<file path="config.mk">
export PLATFORM = sky130hd
export DESIGN_NAME = api_frame_parser_checksum
export DESIGN_NICKNAME = d
export VERILOG_FILES = /design/src/design/apfpc_pkg.sv /design/src/design/apfpc_ram.sv /design/src/design/api_frame_parser_checksum.sv
export SDC_FILE = /design/constraint.sdc
export NUM_CORES = 2
export LEC_CHECK = 0
export ABC_CLOCK_PERIOD_IN_PS = 3000
export BUFFER_PORTS_ARGS = -buffer_cell sky130_fd_sc_hd__buf_4
export CORE_ASPECT_RATIO = 0.9
export CORE_MARGIN = 2
export CORE_UTILIZATION = 45
export DETAILED_ROUTE_END_ITERATION = 10
export HOLD_SLACK_MARGIN = 0.1
export PLACE_DENSITY_LB_ADDON = 0.3
export SETUP_SLACK_MARGIN = 0.5
export SLEW_MARGIN = 30
export SYNTH_ARGS = -nofsm -noshare
export SYNTH_HDL_FRONTEND = slang
export SYNTH_SLANG_ARGS = --single-unit
</file>
<file path="constraint.sdc">
create_clock -name clk -period 3 [get_ports clk]
set_input_delay 0.6 -clock clk [delete_from_list [all_inputs] [get_ports clk]]
set_output_delay 0.6 -clock clk [all_outputs]
set_load 0.01 [all_outputs]
</file>
<file path="src/design/apfpc_pkg.sv">
`timescale 1ns / 1ps

package apfpc_pkg;

  // ring store geometry
  localparam int RING_DEPTH = 256;
  localparam int PTR_W      = $clog2(RING_DEPTH);
  localparam int CNT_W      = $clog2(RING_DEPTH + 1);

  // frame bytes
  localparam logic [7:0] DELIMITER  = 8'h7E;
  localparam logic [7:0] CHECK_BASE = 8'hFF;

  // field widths
  localparam int STATUS_W = 3;
  localparam int COUNT_W  = 9;
  localparam int BYTE_W   = 8;
  localparam int LEN_W    = 16;

  // result queue
  localparam int OQ_DEPTH = 4;
  localparam int OQ_PTR_W = $clog2(OQ_DEPTH);
  localparam int OQ_CNT_W = $clog2(OQ_DEPTH + 1);
  localparam int OQ_LIMIT = 3;

  // commands
  localparam logic CMD_PARSE = 1'b0;
  localparam logic CMD_POP   = 1'b1;

  typedef enum logic [2:0] {
    PH_IDLE   = 3'd0,
    PH_LEN_HI = 3'd1,
    PH_LEN_LO = 3'd2,
    PH_DATA   = 3'd3,
    PH_CHECK  = 3'd4
  } phase_t;

  typedef enum logic [STATUS_W-1:0] {
    ST_TAKEN      = 3'd0,
    ST_GOOD       = 3'd1,
    ST_BAD        = 3'd2,
    ST_FULL       = 3'd3,
    ST_IGNORED    = 3'd4,
    ST_READ_OK    = 3'd5,
    ST_READ_EMPTY = 3'd6
  } status_t;

  typedef struct packed {
    status_t            status;
    logic [COUNT_W-1:0] count;
    logic [BYTE_W-1:0]  rd_byte;
  } result_t;

endpackage

</file>
<file path="src/design/apfpc_ram.sv">
`timescale 1ns / 1ps

module apfpc_ram #(
  parameter int WIDTH = 8,
  parameter int DEPTH = 256
) (
  input  logic                     clk,
  input  logic                     we,
  input  logic [$clog2(DEPTH)-1:0] waddr,
  input  logic [WIDTH-1:0]         wdata,
  input  logic                     re,
  input  logic [$clog2(DEPTH)-1:0] raddr,
  output logic [WIDTH-1:0]         rdata
);

  logic [WIDTH-1:0] mem [DEPTH];
  logic [WIDTH-1:0] rdata_r;

  // one write port, one registered read port
  always_ff @(posedge clk) begin
    if (we) begin
      mem[waddr] <= wdata;
    end
    if (re) begin
      rdata_r <= mem[raddr];
    end
  end

  assign rdata = rdata_r;

endmodule

</file>
<file path="src/design/api_frame_parser_checksum.sv">
`timescale 1ns / 1ps

// Frame parser with checksum check: each input beat is either a received serial
// byte or a pop command, and each gives exactly one result beat. Parse bytes walk
// the frame (0x7E delimiter, length high, length low, data bytes, checksum) and
// every frame byte that finds room goes into a 256-byte ring store held in a
// single-port-write, single-port-read RAM. A good checksum keeps the frame and
// reports the byte count, a bad one empties the store, a pop returns the oldest
// stored byte. One beat is accepted every cycle while in_stall is low; pointers,
// count and parse state update in the accept cycle, the RAM read of a pop lands in
// the cycle after. A small result queue lets input keep flowing while the output
// side stalls; input stalls only once three results are waiting or in flight.
module api_frame_parser_checksum (
  input  logic       clk,
  input  logic       rst_n,
  input  logic       in_valid,
  output logic       in_stall,
  input  logic       in_command,
  input  logic [7:0] in_data_byte,
  output logic       out_valid,
  input  logic       out_stall,
  output logic [2:0] out_status,
  output logic [8:0] out_stored_count,
  output logic [7:0] out_read_byte
);

  localparam int PTR_W = apfpc_pkg::PTR_W;
  localparam int CNT_W = apfpc_pkg::CNT_W;

  // parse and ring control state
  apfpc_pkg::phase_t                  phase_r, phase_nxt;
  logic [apfpc_pkg::LEN_W-1:0]        remain_r, remain_nxt;
  logic [7:0]                         sum_r, sum_nxt;
  logic [PTR_W-1:0]                   wr_ptr_r, wr_ptr_nxt;
  logic [PTR_W-1:0]                   rd_ptr_r, rd_ptr_nxt;
  logic [CNT_W-1:0]                   fill_r, fill_nxt;

  // read stage
  logic                               p1_valid_r;
  apfpc_pkg::status_t                 p1_status_r;
  logic [apfpc_pkg::COUNT_W-1:0]      p1_count_r;
  logic                               p1_pop_r;

  // result queue
  apfpc_pkg::result_t                 oq_mem_r [apfpc_pkg::OQ_DEPTH];
  logic [apfpc_pkg::OQ_PTR_W-1:0]     oq_head_r, oq_tail_r;
  logic [apfpc_pkg::OQ_CNT_W-1:0]     oq_cnt_r;

  logic                               in_accept;
  logic                               out_accept;
  logic                               is_pop;
  logic                               full;
  logic                               push;
  logic                               pop_ok;
  logic [apfpc_pkg::LEN_W-1:0]        remain_dec;
  logic [PTR_W-1:0]                   wr_ptr_inc;
  logic [PTR_W-1:0]                   rd_ptr_inc;
  apfpc_pkg::status_t                 status_c;
  logic [7:0]                         ram_rdata;
  apfpc_pkg::result_t                 p1_result;
  logic [apfpc_pkg::OQ_CNT_W:0]       inflight;

  assign inflight   = {1'b0, oq_cnt_r} + {{apfpc_pkg::OQ_CNT_W{1'b0}}, p1_valid_r};
  assign in_stall   = (inflight >= (apfpc_pkg::OQ_CNT_W + 1)'(apfpc_pkg::OQ_LIMIT));
  assign in_accept  = in_valid && !in_stall;
  assign out_valid  = (oq_cnt_r != '0);
  assign out_accept = out_valid && !out_stall;

  assign is_pop     = (in_command == apfpc_pkg::CMD_POP);
  assign full       = (fill_r >= CNT_W'(apfpc_pkg::RING_DEPTH));
  assign pop_ok     = in_accept && is_pop && (fill_r != '0);
  assign remain_dec = (remain_r != '0) ? remain_r - 1'b1 : remain_r;
  assign wr_ptr_inc = (wr_ptr_r == PTR_W'(apfpc_pkg::RING_DEPTH - 1)) ? '0 : wr_ptr_r + 1'b1;
  assign rd_ptr_inc = (rd_ptr_r == PTR_W'(apfpc_pkg::RING_DEPTH - 1)) ? '0 : rd_ptr_r + 1'b1;

  // a parse byte is stored unless the store is full or it is a stray idle byte
  assign push = in_accept && !is_pop && !full &&
                ((phase_r != apfpc_pkg::PH_IDLE) || (in_data_byte == apfpc_pkg::DELIMITER));

  // parse phase next state
  always_comb begin
    phase_nxt = phase_r;
    if (in_accept && !is_pop && !full) begin
      case (phase_r)
        apfpc_pkg::PH_IDLE: begin
          if (in_data_byte == apfpc_pkg::DELIMITER) begin
            phase_nxt = apfpc_pkg::PH_LEN_HI;
          end
        end
        apfpc_pkg::PH_LEN_HI: phase_nxt = apfpc_pkg::PH_LEN_LO;
        apfpc_pkg::PH_LEN_LO: begin
          phase_nxt = ({remain_r[15:8], in_data_byte} == '0) ? apfpc_pkg::PH_CHECK
                                                             : apfpc_pkg::PH_DATA;
        end
        apfpc_pkg::PH_DATA: begin
          if (remain_dec == '0) begin
            phase_nxt = apfpc_pkg::PH_CHECK;
          end
        end
        apfpc_pkg::PH_CHECK: phase_nxt = apfpc_pkg::PH_IDLE;
        default:             phase_nxt = apfpc_pkg::PH_IDLE;
      endcase
    end
  end

  // length, sum, pointers, count and status of this beat
  always_comb begin
    remain_nxt = remain_r;
    sum_nxt    = sum_r;
    wr_ptr_nxt = push ? wr_ptr_inc : wr_ptr_r;
    rd_ptr_nxt = rd_ptr_r;
    fill_nxt   = fill_r;
    status_c   = apfpc_pkg::ST_TAKEN;
    if (is_pop) begin
      if (fill_r == '0) begin
        status_c = apfpc_pkg::ST_READ_EMPTY;
      end else begin
        status_c   = apfpc_pkg::ST_READ_OK;
        rd_ptr_nxt = rd_ptr_inc;
        fill_nxt   = fill_r - 1'b1;
      end
    end else if (full) begin
      status_c = apfpc_pkg::ST_FULL;
    end else begin
      if (push) begin
        fill_nxt = fill_r + 1'b1;
      end
      case (phase_r)
        apfpc_pkg::PH_IDLE: begin
          if (in_data_byte != apfpc_pkg::DELIMITER) begin
            status_c = apfpc_pkg::ST_IGNORED;
          end
        end
        apfpc_pkg::PH_LEN_HI: begin
          remain_nxt = {in_data_byte, 8'h00};
          sum_nxt    = '0;
        end
        apfpc_pkg::PH_LEN_LO: remain_nxt = {remain_r[15:8], in_data_byte};
        apfpc_pkg::PH_DATA: begin
          sum_nxt    = sum_r + in_data_byte;
          remain_nxt = remain_dec;
        end
        apfpc_pkg::PH_CHECK: begin
          if ((apfpc_pkg::CHECK_BASE - sum_r) == in_data_byte) begin
            status_c = apfpc_pkg::ST_GOOD;
          end else begin
            status_c   = apfpc_pkg::ST_BAD;
            rd_ptr_nxt = wr_ptr_inc;
            fill_nxt   = '0;
          end
          remain_nxt = '0;
          sum_nxt    = '0;
        end
        default: status_c = apfpc_pkg::ST_IGNORED;
      endcase
    end
  end

  // control state update
  always_ff @(posedge clk) begin
    if (!rst_n) begin
      phase_r  <= apfpc_pkg::PH_IDLE;
      remain_r <= '0;
      sum_r    <= '0;
      wr_ptr_r <= '0;
      rd_ptr_r <= '0;
      fill_r   <= '0;
    end else if (in_accept) begin
      phase_r  <= phase_nxt;
      remain_r <= remain_nxt;
      sum_r    <= sum_nxt;
      wr_ptr_r <= wr_ptr_nxt;
      rd_ptr_r <= rd_ptr_nxt;
      fill_r   <= fill_nxt;
    end
  end

  // ring store
  apfpc_ram #(
    .WIDTH (8),
    .DEPTH (apfpc_pkg::RING_DEPTH)
  ) u_ring (
    .clk   (clk),
    .we    (push),
    .waddr (wr_ptr_r),
    .wdata (in_data_byte),
    .re    (pop_ok),
    .raddr (rd_ptr_r),
    .rdata (ram_rdata)
  );

  // read stage waits for the ram data
  always_ff @(posedge clk) begin
    if (!rst_n) begin
      p1_valid_r <= 1'b0;
    end else begin
      p1_valid_r <= in_accept;
    end
  end

  always_ff @(posedge clk) begin
    if (in_accept) begin
      p1_status_r <= status_c;
      p1_count_r  <= apfpc_pkg::COUNT_W'(fill_nxt);
      p1_pop_r    <= pop_ok;
    end
  end

  assign p1_result.status  = p1_status_r;
  assign p1_result.count   = p1_count_r;
  assign p1_result.rd_byte = p1_pop_r ? ram_rdata : 8'h00;

  // result queue pointers
  always_ff @(posedge clk) begin
    if (!rst_n) begin
      oq_head_r <= '0;
      oq_tail_r <= '0;
      oq_cnt_r  <= '0;
    end else begin
      if (p1_valid_r) begin
        oq_tail_r <= oq_tail_r + 1'b1;
      end
      if (out_accept) begin
        oq_head_r <= oq_head_r + 1'b1;
      end
      case ({p1_valid_r, out_accept})
        2'b10:   oq_cnt_r <= oq_cnt_r + 1'b1;
        2'b01:   oq_cnt_r <= oq_cnt_r - 1'b1;
        default: oq_cnt_r <= oq_cnt_r;
      endcase
    end
  end

  // result queue entries
  always_ff @(posedge clk) begin
    if (p1_valid_r) begin
      oq_mem_r[oq_tail_r] <= p1_result;
    end
  end

  assign out_status       = oq_mem_r[oq_head_r].status;
  assign out_stored_count = oq_mem_r[oq_head_r].count;
  assign out_read_byte    = oq_mem_r[oq_head_r].rd_byte;

endmodule
</file>
* Word-level counts from Yosys, hierarchy flattened
Memory sizes are Yosys's and may differ from the RTL's. A register that Yosys moved wholly into a read port is not among the register bits.
Cells that the tools add are included.
** Word-level totals
- Register bits :: 73
- Bits in latches :: 0
- Memory bits (writable) :: 2128
- Memory bits (read-only) :: 0
- Bits of input ports :: 13
- Output and inout bits :: 22
- Logic and storage cells :: 116
- Memories kept :: 2
** Memories
- u_ring.mem :: words 256, width 8, read ports 1, clocked after memory_dff 1, write ports 1, line apfpc_ram.sv:16 : logic [WIDTH-1:0] mem [DEPTH];
- oq_mem_r :: words 4, width 20, read ports 1, clocked after memory_dff 1, write ports 1, line api_frame_parser_checksum.sv:45 : apfpc_pkg::result_t oq_mem_r [apfpc_pkg::OQ_DEPTH];
** Operators by class
- Add/sub/neg operators :: 12
- $mul :: 0
- Div/mod/pow operators :: 0
- $lt $le $gt $ge :: 2
- Equality and inequality tests :: 16
- Shift-type cells :: 0
- Muxes and demuxes :: 34
- Bitwise logic cells :: 3
- Reductions and logical operators :: 33
** Operator list (count)
- 8-bit two-way mux :: 8
- 16-bit one-hot mux with 4 select lines :: 1
- 9-bit two-way mux :: 6
- 16-bit logical NOT :: 2
- 3-bit two-way mux :: 6
- 8-bit by 1-bit adder with 8-bit output, second input constant :: 2
- 8-bit equality test, second input constant :: 2
- 16-bit two-way mux :: 1
- 8-bit one-hot mux with 2 select lines :: 1
- 16-bit nonzero test :: 1
- 16-bit by 1-bit subtractor with 16-bit output, second input constant :: 1
- 3-bit one-hot mux with 4 select lines :: 1
- 4-bit AND reduction :: 3
- 2-bit != test, second input constant :: 5
- 5-bit AND reduction :: 2
- 9-bit by 1-bit adder with 9-bit output, second input constant :: 1
- 9-bit greater-or-equal comparator, second input constant :: 1
- 9-bit logical NOT :: 1
- 3-bit one-hot mux with 3 select lines :: 1
- 3-bit nonzero test :: 3
- 9-bit nonzero test :: 1
- 9-bit by 1-bit subtractor with 9-bit output, second input constant :: 1
- 8-bit adder :: 1
- 8-bit by 7-bit equality test with 1-bit output, second input constant :: 1
- 26 further kinds :: 47

* Logic depth before layout (Yosys ltp)
- Depth in word-level cells :: 12
- Depth in mapped cells :: 12
- Mapped depth without buffers :: 10

* Modules after synthesis
Synthesis repeated with hierarchy kept, for this count alone.
** Second synthesis, totals
- Cells, all modules :: 4472
- Area total of the unflattened synthesis :: 87445.1 µm²
** By module, submodules not included
- apfpc_ram :: times used 1, cells an instance 3733, area each 79636.4 µm², seq. area each 61739.2 µm²
- api_frame_parser_checksum :: times used 1, cells an instance 739, area each 7808.7 µm², seq. area each 4033.9 µm²

* Worst setup path after synthesis
No wires, ideal clock.
- Path kind :: reg-to-reg
- Start point :: register p1_valid_r
- End point :: memory u_ring.mem[221][0] (enable)
- Library setup time :: 0.370 ns
- Data arrival time :: 2.568 ns
- Data required time :: 2.630 ns
- Setup slack :: 0.062 ns
- Stages on the path, launching flop included :: 11
- Path buffers :: 3
- Period minus slack after synthesis :: 2.938 ns
- Cell sequence :: dfxtp_1 > ha_1 > ha_1 > or2_2 > o21ai_1 > and3_1 > buf_2 > buf_2 > nand3_1 > clkbuf_1 > nor2_1
** On the way
- Word-level cells in the longest chain between the ends :: 9
** Ends and longest elaborated chain
- from (decl) :: line api_frame_parser_checksum.sv:39 : logic p1_valid_r;
- from (signal assigned) :: line api_frame_parser_checksum.sv:197 : p1_valid_r <= in_accept;
- 3-bit by 1-bit adder with 4-bit output :: line api_frame_parser_checksum.sv:63 : assign inflight = {1'b0, oq_cnt_r} + {{apfpc_pkg::OQ_CNT_W{1'b0}}, p1_valid_r};
- 4-bit by 2-bit greater-or-equal comparator with 1-bit output :: line api_frame_parser_checksum.sv:64 : assign in_stall = (inflight >= (apfpc_pkg::OQ_CNT_W + 1)'(apfpc_pkg::OQ_LIMIT));
- 1-bit logical NOT :: line api_frame_parser_checksum.sv:65 : assign in_accept = in_valid && !in_stall;
- 1-bit logical AND :: line api_frame_parser_checksum.sv:65
- 1-bit logical AND (3 in a row) :: line api_frame_parser_checksum.sv:77 : assign push = in_accept && !is_pop && !full &&
- 1-bit two-way mux :: line apfpc_ram.sv:21 : if (we) begin
- 1-bit two-way mux (implied by the code) :: line apfpc_ram.sv:22 : mem[waddr] <= wdata;
- to (decl) :: line apfpc_ram.sv:16
Every way passes these cells.

==> flow_summary_export.csv <==
group,metric,value,unit
placement,pre_cts_ws,-0.763,ns
die,die-area,196000,µm²
sta,post-route-period-util,103,%
critical_path,worst_setup_path_end_kind,"flop",
sta,fmax,0.322,GHz
routing,via_per_inst,6.08,
min_path,whs_endpoint,"u_ring.mem[201][2]",
critical_path,arrival,3.66,ns
critical_path,r2r_start,"rd_ptr_r[0]",
critical_path,cp_max_fo,8,
logic_synthesis,ys_ff_latch,2211,
final_layout,layout-drive-gt1-share,38.9,%
critical_path,slowest_delay,0.51,ns
placement,port_buffers,34,
sta,fin_crit,3.10,ns
routing,detail-route-antenna-nets,0,
clock_network,cts_tree,"built",
final_layout,antennaDiodeCount,0,
sta,rsz0062_at_grt,"true",
routing,drt_iter0_drc,5480,
die,rows,152,
clock_network,cts-htree-levels,4,
grt,antenna_found_initial,6,
min_path,hold_path_depth,2,
routing,routedWlPerCell,29.5,µm
critical_path,critical_path_class,"flop to flop",
grt,overflow,0,
power_and_ir_drop,fin_total_pwr,77.8,mW
logic_synthesis,synth_cells,4221,
die,core_area,191000,µm²
logic_synthesis,yosys.cell_types.count,77,
min_path,hp-class,"primary input to flop",
critical_path,crit_path_start_kind,"flop",
status,violations,"negative setup slack",
sta,slew_headroom,33.4,%
critical_path,r2r_setup_slack,-0.10,ns
grt,grt_pass1_vias,45362,
logic_synthesis,yosys_most_used_dff,"edfxtp_1",
flow_run,timing.max_cap.violations,0,
logic_synthesis,syn_nets,4259,
final_layout,areaGrowthSynthToFinish,23.4,%
logic_synthesis,yosys_warnings,0,
final_layout,fill_cells,13964,
sta,finalHoldViolCount,0,
sta,timing.hold.ws,0.189,ns
routing,routed_wl,223000,µm
die,start_util,45.3,%
final_layout,final_nets,4869,
clock_network,ctsRootBufferMaster,"clkbuf_16",
min_path,hold_start,"in_data_byte[2]",
die,die_w,466,µm
placement,dp_hpwl,135000,µm
power_and_ir_drop,vdd_ir_drop_max,0.531,mV
clock_network,clk_latency,0.86,ns
clock_network,clockBufferDepth,3,
die,fp.dieH,420,µm
routing,drc,0,
routing,firstDrtPassIters,6,
logic_synthesis,yosysSeqAreaShare,76.0,%
critical_path,worstRegToRegCells,12,
placement,place_inst,7016,
die,io_pins,35,
clock_network,numCtsBuffers,212,
logic_synthesis,async_flop_share,0,%
sta,worstMarginPinSlew,0.999,ns
sta,fin_worst_skew,0.0624,ns
clock_network,path_clk_slew,0.06,ns
grt,grt_max_degree,183,
critical_path,r2r_end,"u_ring.rdata[7]",
logic_synthesis,synth-edff-count,2149,
power_and_ir_drop,p_leak,33.3,nW
logic_synthesis,syn_area,86600,µm²
clock_network,cts_sinks,2211,
status,status,"finished with violations",
grt,globalRouteTotalUtil,22.7,%
logic_synthesis,synth_area_per_cell,20.5,µm²
routing,vias,45925,
critical_path,crit_slowest_cell,"mux4_2",
critical_path,worstPathCellList,"buf_12 -> buf_16 -> buf_12 -> buf_4 -> mux4_2 -> a22o_4 -> a221oi_4 -> buf_4 -> o221ai_2 -> a22oi_2 -> buf_6 -> o211ai_1",
grt,grt_pass1_wl,323000,µm
final_layout,finalNonFillerCells,7550,
critical_path,worstPathRequired,3.56,ns
final_layout,fin_util,55.9,%
sta,report.final.slew_viol_count,0,
placement,place.gp.congestion,0.858,
power_and_ir_drop,power_density,729,nW/µm²
sta,setup_viol,8,
sta,worst_slack,-0.101,ns
## flip-flops by register name (all words and copies together), names as in the netlist, 8 cells and up, named ones only
| name | count |
|---|---|
| rd_ptr_r | 8 |
| fill_r | 9 |
| u_ring.mem | 2048 |
| remain_r | 16 |
| wr_ptr_r | 8 |
| u_ring.rdata | 8 |
| oq_mem_r | 80 |
| p1_count_r | 9 |
| sum_r | 8 |
## cells by family after synthesis
group / Yosys count / share of synthesized area [%]
mux: 555 / 14.3
compound gates: 494 / 4.25
buf+inv: 291 / 1.63
fa+ha+maj: 25 / 0.379
simple gates: 619 / 3.25
flops: 2211 / 76.0
xor+xnor: 26 / 0.263
## through the flow
step	instance area (µm²)	setup TNS (ns)
global placement	95500	-4.77
CTS	106000	-0.275
floorplan	88300	0
global route	107000	-0.882
detailed placement	95500	-4.95
finish	107000	-0.533
## worst max-delay path by stage
stage / start / endpoint / cells past startpoint
final: rd_ptr_r[0] / u_ring.rdata[7] / 12
after floorplan: in_data_byte[7] / u_ring.mem[179][0] / 7
after CTS: rd_ptr_r[0] / u_ring.rdata[3] / 11
after global routing: rd_ptr_r[0] / u_ring.rdata[3] / 11
after detailed placement: rd_ptr_r[0] / u_ring.rdata[2] / 9
after global placement: rd_ptr_r[0] / u_ring.rdata[3] / 10
## area by class of cell
type                       count  area [µm²]  area share, %
clock buffer                 263        5620           5.26
clock inverter               129        1320           1.24
inverter                      19        71.3         0.0668
multi-input combinational   1719       22200           20.8
sequential                  2211       65800           61.6
tap                         2541        3180           2.98
timing repair buffer         668        8620           8.07
## Yosys cell counts (all sizes together) (3+ instances only)
library cell  count  area share [%]
mux4            542              14
nor3b             8           0.069
o211a             6           0.069
buf             104            0.82
o31ai             9           0.078
edfxtp         2149              75
o21ai            45            0.26
o22ai            21            0.15
nor4              9           0.072
nand2b            6           0.043
a22o             65            0.66
a21o              3           0.026
nor2b            36            0.26
a21boi           14            0.12
a22oi           120             1.0
mux2i            12            0.14
clkbuf          168            0.73
xor2             12            0.12
inv              19           0.082
and3              7           0.052
or2               4           0.029
a211oi            4           0.040
a21oi            67            0.39
nor2            317             1.4
nor3             29            0.17
or4               5           0.043
ha               23            0.33
or3               7           0.051
a31oi             7           0.051
nand4            13           0.094
o21bai            3           0.026
dfxtp            62             1.4
and2             33            0.24
a2bb2oi           3           0.030
xnor2            14            0.14
o211ai           13            0.11
a221oi           71            0.72
nand3            47            0.27
o2111a            3           0.039
nand2            89            0.39
o221ai           14            0.14
## worst max-delay path, delay by kind of cell, from the launching register on
kind / cells / cell delay, ns
muxes: 1 / 0.51
DFF: 1 / 0.37
AOI/OAI and AO/OA: 5 / 1.00
buffers and inverters: 6 / 0.92
## where the power goes
group	switching [mW]	total, mW	internal (mW)
registers	0.335	34.7	34.4
clock network	11.7	26.8	15.1
logic	8.05	16.3	8.26
## per-layer routing
layer  GRT usage [%]  wire length, µm  up-vias
li1                -                -    18935
met1            33.6            93400    24518
met3            4.18            19500      312
met2            35.1           105000     2158
met4            5.29             4840        2
met5               0               13        -
## what timing repair did
action                     4_1_cts  5_1_grt
resized for setup              356      152
setup buffers                   83       35
hold endpoints to repair        10        0
cloned                          19        1
pin swaps                       65      108
setup endpoints to repair     2076     1997
hold buffers                     3        0
## cells in the final DEF (no fill, tap or decap), drive strengths merged, types with 36 or more instances in the layout
master	n
a22o	65
buf	657
dfxtp	62
nand2	89
clkinv	93
o21ai	45
edfxtp	2149
a22oi	120
nor2b	36
a21oi	67
nand3	47
mux4	542
a221oi	71
clkbuf	264
nor2	317
Power figures use the tool's default switching activity.
